## config.mk

```make
export PLATFORM = sky130hd
export DESIGN_NAME = traffic_light_sequencer
export DESIGN_NICKNAME = d
export VERILOG_FILES = /design/src/rtl/core/tls_pkg.sv /design/src/rtl/core/traffic_light_sequencer.sv /design/src/rtl/core/tls_update.sv
export SDC_FILE = /design/constraint.sdc
export NUM_CORES = 1
export LEC_CHECK = 0
export ABC_AREA = 1
export BUFFER_PORTS_ARGS = -buffer_cell sky130_fd_sc_hd__clkbuf_2
export CORE_UTILIZATION = 60
export DETAILED_ROUTE_END_ITERATION = 10
export PLACE_DENSITY = 0.83
export SETUP_SLACK_MARGIN = 0.1
export SLEW_MARGIN = 20
export SYNTH_ARGS = -nofsm -noshare
export SYNTH_HDL_FRONTEND = slang
export SYNTH_HIERARCHICAL = 1
export SYNTH_SLANG_ARGS = --single-unit
```

## constraint.sdc

```tcl
create_clock -name clk -period 3.7 [get_ports clk]
set_clock_uncertainty 0.05 [all_clocks]
set_input_delay 0.555 -clock clk [delete_from_list [all_inputs] [get_ports clk]]
set_output_delay 0.555 -clock clk [all_outputs]
set_load 0.1 [all_outputs]
```

## src/rtl/core/tls_pkg.sv

```systemverilog
// ----------------------------------------------------------------------------
// tls_pkg: shared types and constants for the traffic light sequencer
// Event codes, mode codes, lamp bits and the sequencer state record.
// ----------------------------------------------------------------------------
package tls_pkg;

  // event kinds carried on the input tuser
  typedef enum logic [1:0] {
    FUNC_TICK = 2'd0,
    FUNC_MODE = 2'd1,
    FUNC_PED  = 2'd2,
    FUNC_RATE = 2'd3
  } func_t;

  // mode codes
  localparam logic [1:0] MODE_CYCLE   = 2'd0;
  localparam logic [1:0] MODE_BLINK_R = 2'd1;
  localparam logic [1:0] MODE_BLINK_Y = 2'd2;

  // sequencing constants
  localparam logic [2:0] STOP_TICKS = 3'd5;
  localparam logic [2:0] CYCLE_LAST = 3'd5;
  localparam logic [2:0] STOP_PHASE = 3'd4;
  localparam logic [2:0] GREEN_LAST = 3'd2;
  localparam logic [2:0] YELLOW_PH  = 3'd3;
  localparam logic [3:0] RATE_MIN   = 4'd1;
  localparam logic [3:0] RATE_MAX   = 4'd9;
  localparam logic [3:0] RATE_RESET = 4'd1;

  // lamp drive bits: red, yellow, green
  localparam logic [2:0] LAMP_R = 3'b100;
  localparam logic [2:0] LAMP_Y = 3'b010;
  localparam logic [2:0] LAMP_G = 3'b001;
  localparam logic [2:0] LAMP_OFF = 3'b000;

  // one input event
  typedef struct packed {
    func_t      func;
    logic       mode_lvl;
    logic       ped_lvl;
    logic [3:0] rate;
  } event_t;

  // sequencer state
  typedef struct packed {
    logic [1:0] mode;
    logic [3:0] rate;
    logic [2:0] phase;
    logic       ped_request;
    logic       stop_active;
    logic [2:0] stop_count;
    logic       lamp_test;
    logic [2:0] lamps;
  } state_t;

  // reset value of everything but the lamp drives
  function automatic state_t clear_state(input logic [2:0] lamps);
    state_t s;
    s.mode        = MODE_CYCLE;
    s.rate        = RATE_RESET;
    s.phase       = 3'd0;
    s.ped_request = 1'b0;
    s.stop_active = 1'b0;
    s.stop_count  = 3'd0;
    s.lamp_test   = 1'b0;
    s.lamps       = lamps;
    return s;
  endfunction

endpackage

```

## src/rtl/core/traffic_light_sequencer.sv

```systemverilog
// ----------------------------------------------------------------------------
// traffic_light_sequencer: traffic light controller with pedestrian request
// Input register, one pass of next-state logic, output register.
// ----------------------------------------------------------------------------
// throughput: one event per cycle while the output is not stalled, set by the single-pass state update
// reset: rst clears state to normal mode, rate 1, lamps off, no pending results
// ----------------------------------------------------------------------------
module traffic_light_sequencer (
  input  logic        clk,
  input  logic        rst,
  input  logic        s_tvalid,
  output logic        s_tready,
  // tdata: [0] mode_button_level, [1] ped_button_level, [5:2] rate_value
  input  logic [7:0]  s_tdata,
  // tuser: [1:0] func
  input  logic [1:0]  s_tuser,
  output logic        m_tvalid,
  input  logic        m_tready,
  // tdata: [0] red lamp, [1] yellow lamp, [2] green lamp, [4:3] mode_now,
  //        [8:5] rate_now, [9] ped_pending, [10] ped_stop_on, [11] lamp_test_on
  output logic [15:0] m_tdata
);

  logic            in_valid;
  tls_pkg::event_t in_event;
  tls_pkg::state_t state;
  tls_pkg::state_t state_next;
  logic            advance;

  // an event moves on when the output register is free or drains
  assign advance  = in_valid && (!m_tvalid || m_tready);
  assign s_tready = !in_valid || advance;

  // input register
  always_ff @(posedge clk) begin
    if (rst) begin
      in_valid <= 1'b0;
    end else if (s_tready) begin
      in_valid <= s_tvalid;
    end
    if (s_tready && s_tvalid) begin
      in_event.func     <= tls_pkg::func_t'(s_tuser);
      in_event.mode_lvl <= s_tdata[0];
      in_event.ped_lvl  <= s_tdata[1];
      in_event.rate     <= s_tdata[5:2];
    end
  end

  // next-state logic
  tls_update u_update (
    .ev  (in_event),
    .cur (state),
    .nxt (state_next)
  );

  // state register
  always_ff @(posedge clk) begin
    if (rst) begin
      state <= tls_pkg::clear_state(tls_pkg::LAMP_OFF);
    end else if (advance) begin
      state <= state_next;
    end
  end

  // output register
  always_ff @(posedge clk) begin
    if (rst) begin
      m_tvalid <= 1'b0;
    end else if (advance) begin
      m_tvalid <= 1'b1;
    end else if (m_tready) begin
      m_tvalid <= 1'b0;
    end
    if (advance) begin
      m_tdata <= {4'd0, state_next.lamp_test, state_next.stop_active,
                  state_next.ped_request, state_next.rate, state_next.mode,
                  state_next.lamps[0], state_next.lamps[1], state_next.lamps[2]};
    end
  end

endmodule

```

## src/rtl/core/tls_update.sv

```systemverilog
// ----------------------------------------------------------------------------
// tls_update: next-state logic of the traffic light sequencer
// Applies one event to the current state and recomputes lamps on ticks.
// ----------------------------------------------------------------------------
module tls_update (
  input  tls_pkg::event_t ev,
  input  tls_pkg::state_t cur,
  output tls_pkg::state_t nxt
);

  tls_pkg::state_t s_test;
  tls_pkg::state_t s_tick;
  logic [2:0]      cnt_inc;
  logic [2:0]      phase_inc;
  logic [2:0]      lamps_new;

  // lamp test handling, then stop count or phase advance
  always_comb begin
    s_test = cur;
    if (ev.mode_lvl && ev.ped_lvl) begin
      s_test.lamp_test = 1'b1;
    end else if (!ev.mode_lvl && !ev.ped_lvl && cur.lamp_test) begin
      s_test = tls_pkg::clear_state(cur.lamps);
    end
    cnt_inc   = s_test.stop_count + 3'd1;
    phase_inc = (s_test.phase >= tls_pkg::CYCLE_LAST) ? 3'd0 : s_test.phase + 3'd1;
    s_tick    = s_test;
    if (s_test.stop_active) begin
      if (cnt_inc >= tls_pkg::STOP_TICKS) begin
        s_tick.stop_active = 1'b0;
        s_tick.stop_count  = 3'd0;
        s_tick.ped_request = 1'b0;
      end else begin
        s_tick.stop_count = cnt_inc;
      end
    end else begin
      s_tick.phase = phase_inc;
      if (s_test.ped_request && s_test.mode == tls_pkg::MODE_CYCLE &&
          !s_test.lamp_test && phase_inc == tls_pkg::STOP_PHASE) begin
        s_tick.stop_active = 1'b1;
        s_tick.stop_count  = 3'd0;
      end
    end
  end

  // lamp drives from the post-tick state
  always_comb begin
    lamps_new = tls_pkg::LAMP_OFF;
    if (s_tick.lamp_test) begin
      lamps_new = tls_pkg::LAMP_R | tls_pkg::LAMP_Y | tls_pkg::LAMP_G;
    end else if (s_tick.stop_active) begin
      lamps_new = tls_pkg::LAMP_R | tls_pkg::LAMP_Y;
    end else begin
      unique case (s_tick.mode)
        tls_pkg::MODE_CYCLE: begin
          if (s_tick.phase <= tls_pkg::GREEN_LAST) lamps_new = tls_pkg::LAMP_G;
          else if (s_tick.phase == tls_pkg::YELLOW_PH) lamps_new = tls_pkg::LAMP_Y;
          else lamps_new = tls_pkg::LAMP_R;
        end
        tls_pkg::MODE_BLINK_R: begin
          lamps_new = s_tick.phase[0] ? tls_pkg::LAMP_R : tls_pkg::LAMP_OFF;
        end
        tls_pkg::MODE_BLINK_Y: begin
          lamps_new = s_tick.phase[0] ? tls_pkg::LAMP_Y : tls_pkg::LAMP_OFF;
        end
        default: begin
          lamps_new = tls_pkg::LAMP_OFF;
        end
      endcase
    end
  end

  // event dispatch
  always_comb begin
    nxt = cur;
    unique case (ev.func)
      tls_pkg::FUNC_TICK: begin
        nxt       = s_tick;
        nxt.lamps = lamps_new;
      end
      tls_pkg::FUNC_MODE: begin
        nxt.phase = 3'd0;
        if (cur.mode == tls_pkg::MODE_CYCLE) nxt.mode = tls_pkg::MODE_BLINK_R;
        else if (cur.mode == tls_pkg::MODE_BLINK_R) nxt.mode = tls_pkg::MODE_BLINK_Y;
        else nxt.mode = tls_pkg::MODE_CYCLE;
      end
      tls_pkg::FUNC_PED: begin
        if (cur.mode == tls_pkg::MODE_CYCLE && !cur.stop_active && !cur.lamp_test) begin
          nxt.ped_request = 1'b1;
        end
      end
      tls_pkg::FUNC_RATE: begin
        if (ev.rate >= tls_pkg::RATE_MIN && ev.rate <= tls_pkg::RATE_MAX) begin
          nxt.rate = ev.rate;
        end
      end
    endcase
  end

endmodule

```

==> flow_metrics.py <==
metrics = {
    "run_status": {
        "status": "finished, final reports clean",
    },
    "sta": {
        "period_share": 0.7296,
        "maxSlewViolCount": 0,
        "max_freq_ghz": 0.3704,
        "fin_ws_ns": 1.001,
        "setup_viol": 0,
        "finalHoldViolations": 0,
        "slew_headroom": 0.6424,
        "layout_min_cycle_time_ns": 2.699,
        "tns_ns": 0,
        "rsz0062_at_grt": "false",
        "tightest_slew_ns": 0.5386,
    },
    "job": {
        "drv_cap": 0,
    },
    "worst_setup_path": {
        "end_kind": "flop",
        "critical_path_class": "reg2reg",
        "cp.arrival_ns": 2.89,
        "required_ns": 3.89,
        "worstPathMaxFanout": 14,
        "crit_path_start_kind": "flop",
    },
    "yosys": {
        "synth_compound_area_frac": 0.1208,
        "synth_common_cells": "57 x nand2_1, 49 x inv_1, 35 x nor2_1",
        "synth_top_family_by_area": "simple AND/OR/NAND/NOR gates",
        "synth.distinct_cells": 31,
        "synth_edf_count": 20,
        "synthTopCellsByArea": "edfxtp_1 26%, dfxtp_1 17%, nand2_1 9.2%, inv_1 7.9%, nand3_1 7.1%",
        "synth_xor_area_frac": 0.003774,
        "seq_area_frac_synth": 0.4313,
        "yosysTopAreaCell": "edfxtp_1",
        "synth_mux_area_frac": 0,
        "ys_ff_latch": 40,
        "synthFlopType": "edfxtp_1",
        "synth_top_area_share": 0.2588,
        "synth-warning-count": 6,
        "syn_area_sq_mm": 0.002321,
        "synth.avg_cell_area_sq_um": 7.660,
        "synthArstFlopShare": 0,
        "yosysMostFrequentCell": "nand2_1",
        "yosys.area_share.adder": 0.04313,
        "synth-simple-area-share": 0.2625,
        "syn_inst": 303,
    },
    "floorplan": {
        "die_width_microns": 64.20,
        "die_h_microns": 64.20,
        "core_sq_mm": 0.003689,
        "rows": 22,
        "initial_core_util": 0.6292,
        "die-area_sq_mm": 0.004121,
        "io_pins": 32,
    },
    "drt": {
        "first_pass_iters": 4,
        "wirelength_mm": 4.467,
        "drcViolationCount": 0,
        "drt-vias-per-instance": 5.321,
        "drt_first_iter_violations": 157,
        "drtAntennaViolNets": 0,
        "drt-wirelength-per-cell_microns": 11.94,
        "vias": 1990,
    },
    "grt": {
        "grt_overflow": 0,
        "grt_max_degree": 38,
        "grt_pass1_wl_mm": 7.617,
        "grt_util_all_layers": 0.2399,
        "grt_pass1_vias": 1798,
        "antenna_found_initial": 0,
    },
    "finish": {
        "finalInstanceArea_sq_mm": 0.002494,
        "layout-drive-gt1-share": 0.1503,
        "nets": 347,
        "nFillCells": 327,
        "utilization": 0.6761,
        "diodes": 0,
        "area_delta_synth_final_pct": 7.439,
    },
    "clock_tree": {
        "root_buffer": "clkbuf_8",
        "clk_pin_slew_ns": 0.08,
        "clk_latency_ns": 0.30,
        "cts_buffers": 5,
        "htreeDepth": 2,
        "clockBufferDepth": 2,
        "cts_resized": 0,
        "hold_buffers": 0,
        "cts_tree": "built",
        "clock_sinks": 40,
        "post-cts-setup-buffer-count": 0,
    },
    "placement": {
        "place_ws_ns": 1.046,
        "portBuffers": 25,
        "dpl.hpwl_mm": 3.196,
        "placed_cell_area_sq_mm": 0.002406,
        "gp_congestion": 0.8792,
    },
    "worst_hold_path": {
        "worstHoldPathType": "in2reg",
    },
    "power_and_ir_drop": {
        "power_leakage_uw": 0.001155,
        "ir_drop_uv": 251.4,
        "power_density_mw_per_mm2": 426.6,
    },
}
-- cell type report --
| class | instances | area, sq um | area share |
|---|---|---|---|
| sequential | 40 | 1001 | 0.4014 |
| multi-input combinational | 200 | 1013 | 0.4064 |
| timing repair buffer | 27 | 140.1 | 0.05620 |
| inverter | 51 | 191.4 | 0.07677 |
| clock inverter | 3 | 18.77 | 0.007526 |
| clock buffer | 5 | 68.82 | 0.02760 |
| tap | 48 | 60.06 | 0.02408 |
-- power by group --
| part | leakage (uW) | internal, uW | switching (uW) |
|---|---|---|---|
| sequential | 0.000357 | 497 | 18.1 |
| clock | 0.0000479 | 131 | 160 |
| combinational | 0.000750 | 67.5 | 190 |
| total | 0.00116 | 696 | 367 |
-- routing by layer --
layer  global-route usage  up-vias  part of all wire
met2               0.3963       69              0.48
met3              0.05893        8             0.063
met4               0.1167        0             0.017
met5                    0        -                 0
met1               0.2912      897              0.44
li1                     -     1016                 -
-- cell usage in the layout, fill, tap and decap left out, drive strengths merged, types with 3 or more instances in the layout --
cell and n:
o22ai 5, a31oi 3, edfxtp 20, a21oi 26, dfxtp 20, conb 4, clkbuf 30, nand3 35
nand2 62, nor2 38, ha 8, inv 51, clkinv 3, o21ai 8
-- final timing paths --
kind	from	end	slack, ns	cells after the start
hold reg to reg	state[12]$_SDFFE_PP1P_	state[12]$_SDFFE_PP1P_	0.43	2
hold / removal	s_tdata[1]	in_event[4]$_DFFE_PP_	0.38	1
setup / recovery	in_event[4]$_DFFE_PP_	state[7]$_SDFFE_PP0P_	1.00	20
setup reg to reg	in_event[4]$_DFFE_PP_	state[7]$_SDFFE_PP0P_	1.00	20
-- flip-flops by register name, indices dropped and copies added (netlist names) --
signal / cells
state: 18
in_event: 8
m_tvalid: 1
in_valid: 1
m_tdata: 12
-- worst max-delay path: stages, from the launching register on --
cell and delay, ns:
edfxtp_1 0.42, nor2_2 0.16, nand2_2 0.22, inv_1 0.25, nor2_1 0.09, inv_1 0.06, ha_1 0.13, inv_1 0.04
nand2_1 0.04, nand3_1 0.18, nand2_1 0.12, nand2_1 0.05, nor2_1 0.12, nand3_1 0.11, nand2_1 0.09, nand2_1 0.05
o21ai_0 0.17, inv_1 0.08, nand3_1 0.09, nand2_1 0.06, nor2_1 0.08
-- metrics by stage --
step                      hold WS, ns  power [uW]  cells
final                          0.3760        1064    374
after global routing           0.3619        1115    374
after CTS                      0.3717        1068    374
after detailed placement       0.4052       781.5    366
after global placement         0.3989       773.5    366
after floorplan                0.3801       744.7    306
-- cell families after synthesis --
kind of cell / after synthesis
xor gates and xnor gates: 1
adders and majority gates: 8
buffers and inverters: 66
and+or+nand+nor: 138
AOI/OAI and AO/OA: 49
other: 1
DFF: 40
Note: power is estimated with default switching activity, not from simulation.
